### src/sv/fef_pkg.sv
// Shared types, constants and byte-stuffing helpers for the flag/escape/XOR framer.
package fef_pkg;

  localparam logic [7:0] FLAG_BYTE    = 8'h7E;
  localparam logic [7:0] ESC_BYTE     = 8'h7D;
  localparam logic [7:0] ESC_FOR_FLAG = 8'h02;
  localparam logic [7:0] ESC_FOR_ESC  = 8'h01;

  localparam int QUEUE_DEPTH_DEFAULT = 2;

  typedef struct packed {
    logic [7:0] data_byte;
    logic       first_byte;
    logic       last_byte;
  } in_item_t;

  typedef struct packed {
    logic [7:0] out_byte;
    logic       run_last;
    logic       frame_end;
  } out_item_t;

  // One classified input item, ready for the output sequencer.
  typedef struct packed {
    logic       open;
    logic [7:0] data;
    logic       close;
    logic [7:0] csum;
  } job_t;

  typedef enum logic [2:0] {
    ST_IDLE,
    ST_OPEN,
    ST_DATA,
    ST_DATA_ESC,
    ST_CSUM,
    ST_CSUM_ESC,
    ST_CLOSE
  } step_t;

  function automatic logic needs_esc(input logic [7:0] b);
    return (b == FLAG_BYTE) || (b == ESC_BYTE);
  endfunction

  function automatic logic [7:0] esc_code(input logic [7:0] b);
    return (b == FLAG_BYTE) ? ESC_FOR_FLAG : ESC_FOR_ESC;
  endfunction

endpackage

### src/sv/fef_front.sv
// Front end: accepts input items, keeps the running XOR checksum, builds jobs.
module fef_front (
  input  logic             clk,
  input  logic             rst,
  input  logic             push,
  input  fef_pkg::in_item_t in_item,
  input  logic             q_full,
  output logic             full,
  output logic             enq,
  output fef_pkg::job_t    enq_job
);
  import fef_pkg::*;

  logic [7:0] running_xor;
  logic [7:0] running_xor_next;
  logic [7:0] csum;

  assign full = q_full;
  assign enq  = push && !q_full;

  assign csum = (in_item.first_byte ? 8'h00 : running_xor) ^ in_item.data_byte;
  assign running_xor_next = in_item.last_byte ? 8'h00 : csum;

  always_comb begin
    enq_job.open  = in_item.first_byte;
    enq_job.data  = in_item.data_byte;
    enq_job.close = in_item.last_byte;
    enq_job.csum  = csum;
  end

  always_ff @(posedge clk) begin
    if (rst) begin
      running_xor <= 8'h00;
    end else if (enq) begin
      running_xor <= running_xor_next;
    end
  end

endmodule

### src/sv/fef_queue.sv
// Short job queue between front end and output sequencer.
module fef_queue #(
  parameter int DEPTH = fef_pkg::QUEUE_DEPTH_DEFAULT
) (
  input  logic          clk,
  input  logic          rst,
  input  logic          enq,
  input  fef_pkg::job_t enq_job,
  output logic          q_full,
  input  logic          deq,
  output logic          head_valid,
  output fef_pkg::job_t head_job
);
  import fef_pkg::*;

  localparam int IDX_W = $clog2(DEPTH);
  localparam int CNT_W = $clog2(DEPTH + 1);

  job_t             slots [DEPTH];
  logic [IDX_W-1:0] wr_ptr;
  logic [IDX_W-1:0] rd_ptr;
  logic [CNT_W-1:0] count;

  assign q_full     = (count == CNT_W'(DEPTH));
  assign head_valid = (count != '0);
  assign head_job   = slots[rd_ptr];

  always_ff @(posedge clk) begin
    if (enq) begin
      slots[wr_ptr] <= enq_job;
    end
  end

  always_ff @(posedge clk) begin
    if (rst) begin
      wr_ptr <= '0;
      rd_ptr <= '0;
      count  <= '0;
    end else begin
      if (enq) begin
        wr_ptr <= (wr_ptr == IDX_W'(DEPTH - 1)) ? '0 : wr_ptr + 1'b1;
      end
      if (deq) begin
        rd_ptr <= (rd_ptr == IDX_W'(DEPTH - 1)) ? '0 : rd_ptr + 1'b1;
      end
      if (enq && !deq) begin
        count <= count + 1'b1;
      end else if (deq && !enq) begin
        count <= count - 1'b1;
      end
    end
  end

endmodule

### src/sv/fef_back.sv
// Output sequencer: expands each job into framed bytes through an output register.
module fef_back (
  input  logic              clk,
  input  logic              rst,
  input  logic              head_valid,
  input  fef_pkg::job_t     head_job,
  output logic              deq,
  output logic              empty,
  input  logic              pop,
  output fef_pkg::out_item_t out_item
);
  import fef_pkg::*;

  step_t     step;
  step_t     step_next;
  step_t     cur;
  logic      out_valid;
  logic      load;
  logic      job_done;
  out_item_t item_next;

  assign load  = head_valid && (!out_valid || pop);
  assign empty = !out_valid;
  assign deq   = load && job_done;
  assign cur   = (step != ST_IDLE) ? step : (head_job.open ? ST_OPEN : ST_DATA);

  // next state
  always_comb begin
    step_next = step;
    if (load) begin
      unique case (cur)
        ST_OPEN:     step_next = ST_DATA;
        ST_DATA:     step_next = needs_esc(head_job.data) ? ST_DATA_ESC :
                                 (head_job.close ? ST_CSUM : ST_IDLE);
        ST_DATA_ESC: step_next = head_job.close ? ST_CSUM : ST_IDLE;
        ST_CSUM:     step_next = needs_esc(head_job.csum) ? ST_CSUM_ESC : ST_CLOSE;
        ST_CSUM_ESC: step_next = ST_CLOSE;
        ST_CLOSE:    step_next = ST_IDLE;
        default:     step_next = ST_IDLE;
      endcase
    end
  end

  // outputs
  always_comb begin
    item_next = '0;
    job_done  = 1'b0;
    unique case (cur)
      ST_OPEN: begin
        item_next.out_byte = FLAG_BYTE;
      end
      ST_DATA: begin
        if (needs_esc(head_job.data)) begin
          item_next.out_byte = ESC_BYTE;
        end else begin
          item_next.out_byte = head_job.data;
          job_done = !head_job.close;
        end
      end
      ST_DATA_ESC: begin
        item_next.out_byte = esc_code(head_job.data);
        job_done = !head_job.close;
      end
      ST_CSUM: begin
        item_next.out_byte = needs_esc(head_job.csum) ? ESC_BYTE : head_job.csum;
      end
      ST_CSUM_ESC: begin
        item_next.out_byte = esc_code(head_job.csum);
      end
      ST_CLOSE: begin
        item_next.out_byte  = FLAG_BYTE;
        item_next.frame_end = 1'b1;
        job_done = 1'b1;
      end
      default: begin
        item_next.out_byte = FLAG_BYTE;
      end
    endcase
    item_next.run_last = job_done;
  end

  always_ff @(posedge clk) begin
    if (rst) begin
      step      <= ST_IDLE;
      out_valid <= 1'b0;
    end else begin
      step <= step_next;
      if (load) begin
        out_valid <= 1'b1;
      end else if (pop) begin
        out_valid <= 1'b0;
      end
    end
  end

  always_ff @(posedge clk) begin
    if (load) begin
      out_item <= item_next;
    end
  end

endmodule

### src/sv/flag_escape_xor_framer.sv
// Top level of the flag/escape/XOR framer.
// Frames a byte stream: an opening 0x7E on a first byte, each byte stuffed
// (0x7E -> 0x7D 0x02, 0x7D -> 0x7D 0x01), and after a last byte the stuffed
// XOR checksum and a closing 0x7E. The front end takes one item per cycle
// while its job queue (QUEUE_DEPTH entries) has room; the output sequencer
// sends one byte per cycle while the receiver keeps popping, and an item
// expands to 1 to 6 output bytes (1 for a plain middle byte, 2 for a
// stuffed one, up to 6 for a one-byte message with stuffing). The output
// byte rate sets sustained throughput. Bytes reach the result side through
// the job queue and then the output register.
module flag_escape_xor_framer #(
  parameter int QUEUE_DEPTH = fef_pkg::QUEUE_DEPTH_DEFAULT
) (
  input  logic               clk,
  input  logic               rst,
  input  logic               push,
  output logic               full,
  input  fef_pkg::in_item_t  in_item,
  output logic               empty,
  input  logic               pop,
  output fef_pkg::out_item_t out_item
);
  import fef_pkg::*;

  logic q_full;
  logic enq;
  job_t enq_job;
  logic deq;
  logic head_valid;
  job_t head_job;

  fef_front u_front (
    .clk     (clk),
    .rst     (rst),
    .push    (push),
    .in_item (in_item),
    .q_full  (q_full),
    .full    (full),
    .enq     (enq),
    .enq_job (enq_job)
  );

  fef_queue #(
    .DEPTH (QUEUE_DEPTH)
  ) u_queue (
    .clk        (clk),
    .rst        (rst),
    .enq        (enq),
    .enq_job    (enq_job),
    .q_full     (q_full),
    .deq        (deq),
    .head_valid (head_valid),
    .head_job   (head_job)
  );

  fef_back u_back (
    .clk        (clk),
    .rst        (rst),
    .head_valid (head_valid),
    .head_job   (head_job),
    .deq        (deq),
    .empty      (empty),
    .pop        (pop),
    .out_item   (out_item)
  );

endmodule

### config.mk
export PLATFORM = sky130hd
export DESIGN_NAME = flag_escape_xor_framer
export DESIGN_NICKNAME = d
export VERILOG_FILES = /design/src/sv/fef_pkg.sv /design/src/sv/fef_front.sv /design/src/sv/fef_queue.sv /design/src/sv/fef_back.sv /design/src/sv/flag_escape_xor_framer.sv
export SDC_FILE = /design/constraint.sdc
export NUM_CORES = 1
export LEC_CHECK = 0
export BUFFER_PORTS_ARGS = -buffer_cell sky130_fd_sc_hd__buf_4
export CORE_MARGIN = 4
export CORE_UTILIZATION = 50
export CTS_CLUSTER_SIZE = 30
export DETAILED_ROUTE_END_ITERATION = 12
export PLACE_DENSITY_LB_ADDON = 0.1
export SLEW_MARGIN = 20
export SYNTH_ARGS = -nofsm -noshare
export SYNTH_HDL_FRONTEND = slang
export SYNTH_HIERARCHICAL = 1
export SYNTH_SLANG_ARGS = --single-unit
### constraint.sdc
create_clock -name clk -period 7.8 [get_ports clk]
set_input_delay 1.56 -clock clk [delete_from_list [all_inputs] [get_ports clk]]
set_output_delay 1.56 -clock clk [all_outputs]
set_load 0.005 [all_outputs]
==> run_results.csv <==
group,metric,value,unit
status,status,"finished, final reports clean",
sta,hold_viol,0,
die,io_pins,26,
global_route,grt_pass1_wl,8860,um
synth,synth_top_family_by_area,"simple AND/OR/NAND/NOR gates",
cts,cts_resized,0,
sta,drv_slew,0,
worst_hold_path,whs_path_depth,1,
cts,numCtsBuffers,9,
setup_path,r2r-end,"u_queue/count[1]$_SDFFE_PP0P_",
power,p_comb_share,30.9,%
worst_hold_path,hold_path.class,"reg -> reg",
synth,synth_xor_area_share,4.85,%
placement,pre_cts_ws,4040,ps
finish,diodes,0,
power,net-switching-power,0.337,mW
power,switching_share,30.9,%
power,p_per_area,341,mW/mm2
setup_path,worstPathRequired,8050,ps
routing,via_count,1735,
finish,layout-drive-gt1-share,28.2,%
finish,final_cell_mix,"46 x edfxtp_1, 26 x buf_4, 18 x mux2_2, 17 x dfxtp_1, 11 x nor2_1",
synth,synth_compound_area_share,9.79,%
synth,yosys.area_share.simple,12.0,%
sta,worst_clock_skew,6.95,ps
die,die-area,0.00700,mm2
cts,clkLatencyLatePin,320,ps
setup_path,cp.buffers_inverters,1,
synth,postSynthCellCount,217,
die,fp-row-count,27,
synth,synth-seq-area-share,60.1,%
power,p_leak,1.10,nW
routing,drt_iter0_drc,92,
power,clockPowerShare,21.6,%
cts,clk_pin_slew,60,ps
power,p_int,0.752,mW
setup_path,critical-path-slowest-cell,"dfxtp_1",
synth,yosys_warnings,6,
routing,totalWireLength,5110,um
global_route,grt_overflow,0,
synth,syn_area_per_cell,13.2,um2
power,p_seq_share,47.5,%
power,vdd_drop_max,0.000182,V
routing,drc,0,
cts,cts.hold.buffers_added,0,
synth,synth_edf_count,46,
global_route,first_global_vias,1829,
synth,syn_area,0.00286,mm2
worst_hold_path,min_from,"u_front/running_xor[2]$_SDFFE_PP0P_",
finish,nets,251,
sta,setup_viol,0,
sta,period_share,44.2,%
setup_path,cp_max_fo,18,
setup_path,crit_path_frequent_cell,"nor2b_1",
sta,rsz0062_at_grt,"false",
routing,viasPerCell,5.54,
setup_path,reg2reg_slack,4350,ps
synth,synth.distinct_cells,49,
sta,min_period,3450,ps
cts,cts_htree_levels,3,
synth,synth-async-reset-ratio,0,%
routing,firstDrtPassIters,4,
setup_path,max_stage_delay,830,ps
placement,numPortBuffers,25,
cts,max-clock-path-buffers,2,
setup_path,rr_worst_depth,10,
die,die_y,83.7,um
finish,final_common_cell,"edfxtp_1",
die,start_util,51.7,%
setup_path,worstSetupPathDepth,10,
worst_hold_path,hold_path_end,"u_front/running_xor[2]$_SDFFE_PP0P_",
placement,dpl.hpwl,3680,um
global_route,grt_usage,16.1,%
routing,ant_nets,0,
synth,synth_adder_area_share,0.437,%
cts,cts.root.buffer_cell,"clkbuf_8",
sta,maxSlewHeadroom,32.8,%
global_route,grt_max_degree,19,
placement,place.gp.congestion,0.838,
setup_path,worst_setup_path_end_kind,"flip-flop",
die,die_width,83.7,um
setup_path,worstPathArrival,3700,ps
synth,ys_ff_latch,63,
routing,wire_per_inst,16.3,um
cts,cts_tree,"done",
synth,synth_flop_cell,"edfxtp_1",
setup_path,cp_top_family,"simple AND/OR/NAND/NOR gates",
run,cap_violations,0,
cts,cts.sinks,63,
sta,tightestPinTransition,1010,ps
die,core_area,0.00554,mm2
setup_path,startpoint_type,"flip-flop",
sta,fin_ws,4350,ps
sta,timing.fmax,0.290,GHz
setup_path,critical_path_class,"reg -> reg",
global_route,antenna_found_initial,0,
cts,post-cts-setup-buffer-count,0,
sta,finalSetupTns,0,ps
setup_path,path_cells,"mux2_2, nor2b_1, nor3_4, nor2b_1, nand2b_1, a21boi_0, inv_1, ha_1, or3_1, a21oi_1",
synth,synth_fp_nets,232,
finish,area_delta_synth_final,11.4,%
synth,synthMuxAreaShare,7.82,%
-- cells in the mapped netlist (2+ instances only) --
master	instances	area share (%)
a211oi_1	2	0.52
a21oi_1	10	1.7
a221o_1	3	1.0
a31oi_1	2	0.44
a32o_1	8	2.8
and2_1	2	0.44
buf_2	3	0.52
buf_4	11	2.9
clkbuf_1	3	0.39
dfxtp_1	17	12
edfxtp_1	46	48
inv_1	6	0.79
mux2_2	18	7.1
nand2_1	10	1.3
nand2b_1	6	1.3
nand2b_2	6	1.8
nand3_1	2	0.35
nand4b_1	2	0.61
nor2_1	11	1.4
nor2b_1	5	1.1
nor3_1	2	0.35
o21ai_0	2	0.35
or3_1	2	0.44
xnor2_1	10	3.1
xor2_1	4	1.2
-- flip-flops by register name, indices dropped and copies added, names as in the netlist, named ones only --
signal / flops
u_front/running_xor: 8
u_back/out_valid: 1
u_back/step: 3
u_queue/rd_ptr: 1
u_queue/slots: 36
u_back/out_item: 10
u_queue/wr_ptr: 1
u_queue/count: 2
-- worst reg2reg max path: stages, from the launching register on --
cell      delay (ps)
dfxtp_1          830
mux2_2           420
nor2b_1          160
nor3_4           330
nor2b_1          240
nand2b_1          90
a21boi_0         390
inv_1            100
ha_1             320
or3_1            350
a21oi_1          150
-- routing by layer --
layer | vias to the layer above | wire (um) | GRT usage (%)
met5 | - | 0 | 0
met4 | 0 | 58 | 7.02
met3 | 6 | 204 | 3.16
met2 | 40 | 2490 | 26.0
met1 | 850 | 2350 | 21.2
li1 | 839 | - | -
-- per-stage QoR --
stage | instances | total power [mW] | hold slack [ps] | utilization, % | area, um2
2_1_floorplan | 217 | 0.753 | 443 | - | 2860
3_3_place_gp | 297 | 0.853 | 454 | 54.7 | 3030
3_5_place_dp | 297 | 0.860 | 465 | 54.7 | 3030
4_1_cts | 313 | 1.10 | 479 | 57.6 | 3190
5_1_grt | 313 | 1.16 | 498 | 57.6 | 3190
6_report | 313 | 1.09 | 478 | 57.6 | 3190
-- cell families after synthesis --
group	after synthesis
adder cells (fa/ha/maj)	1
multiplexers	20
flip-flops	63
XOR/XNOR	15
AO/OA/AOI/OAI	37
buffers and inverters	24
AND/OR/NAND/NOR	57
-- final cells by class --
| cell class | count | area (um2) |
|---|---|---|
| fill | 483 | 2350 |
| sequential | 63 | 1720 |
| multi-input combinational | 130 | 1000 |
| timing repair buffer | 26 | 195 |
| clock buffer | 15 | 156 |
| tap | 72 | 90.1 |
| inverter | 6 | 22.5 |
| clock inverter | 1 | 5.00 |
-- power groups by stage --
stage / clock network [mW] / logic [mW] / registers, mW
after floorplan: 0 / 0.254 / 0.499
after global placement: 0 / 0.331 / 0.522
after detailed placement: 0 / 0.336 / 0.525
after CTS: 0.240 / 0.338 / 0.518
after global routing: 0.260 / 0.374 / 0.527
final: 0.235 / 0.336 / 0.517
-- worst max path at each step --
stage               startpoint                            end  slack (ps)
CTS                  flip-flop  u_queue/count[1]$_SDFFE_PP0P_        4310
global route         flip-flop  u_queue/count[1]$_SDFFE_PP0P_        4120
global placement           pop  u_queue/count[1]$_SDFFE_PP0P_        4170
detailed placement         pop  u_queue/count[1]$_SDFFE_PP0P_        4040
floorplan                  pop  u_queue/count[1]$_SDFFE_PP0P_        4350
finish               flip-flop  u_queue/count[1]$_SDFFE_PP0P_        4350
Note: power is estimated with default switching activity, not from simulation.
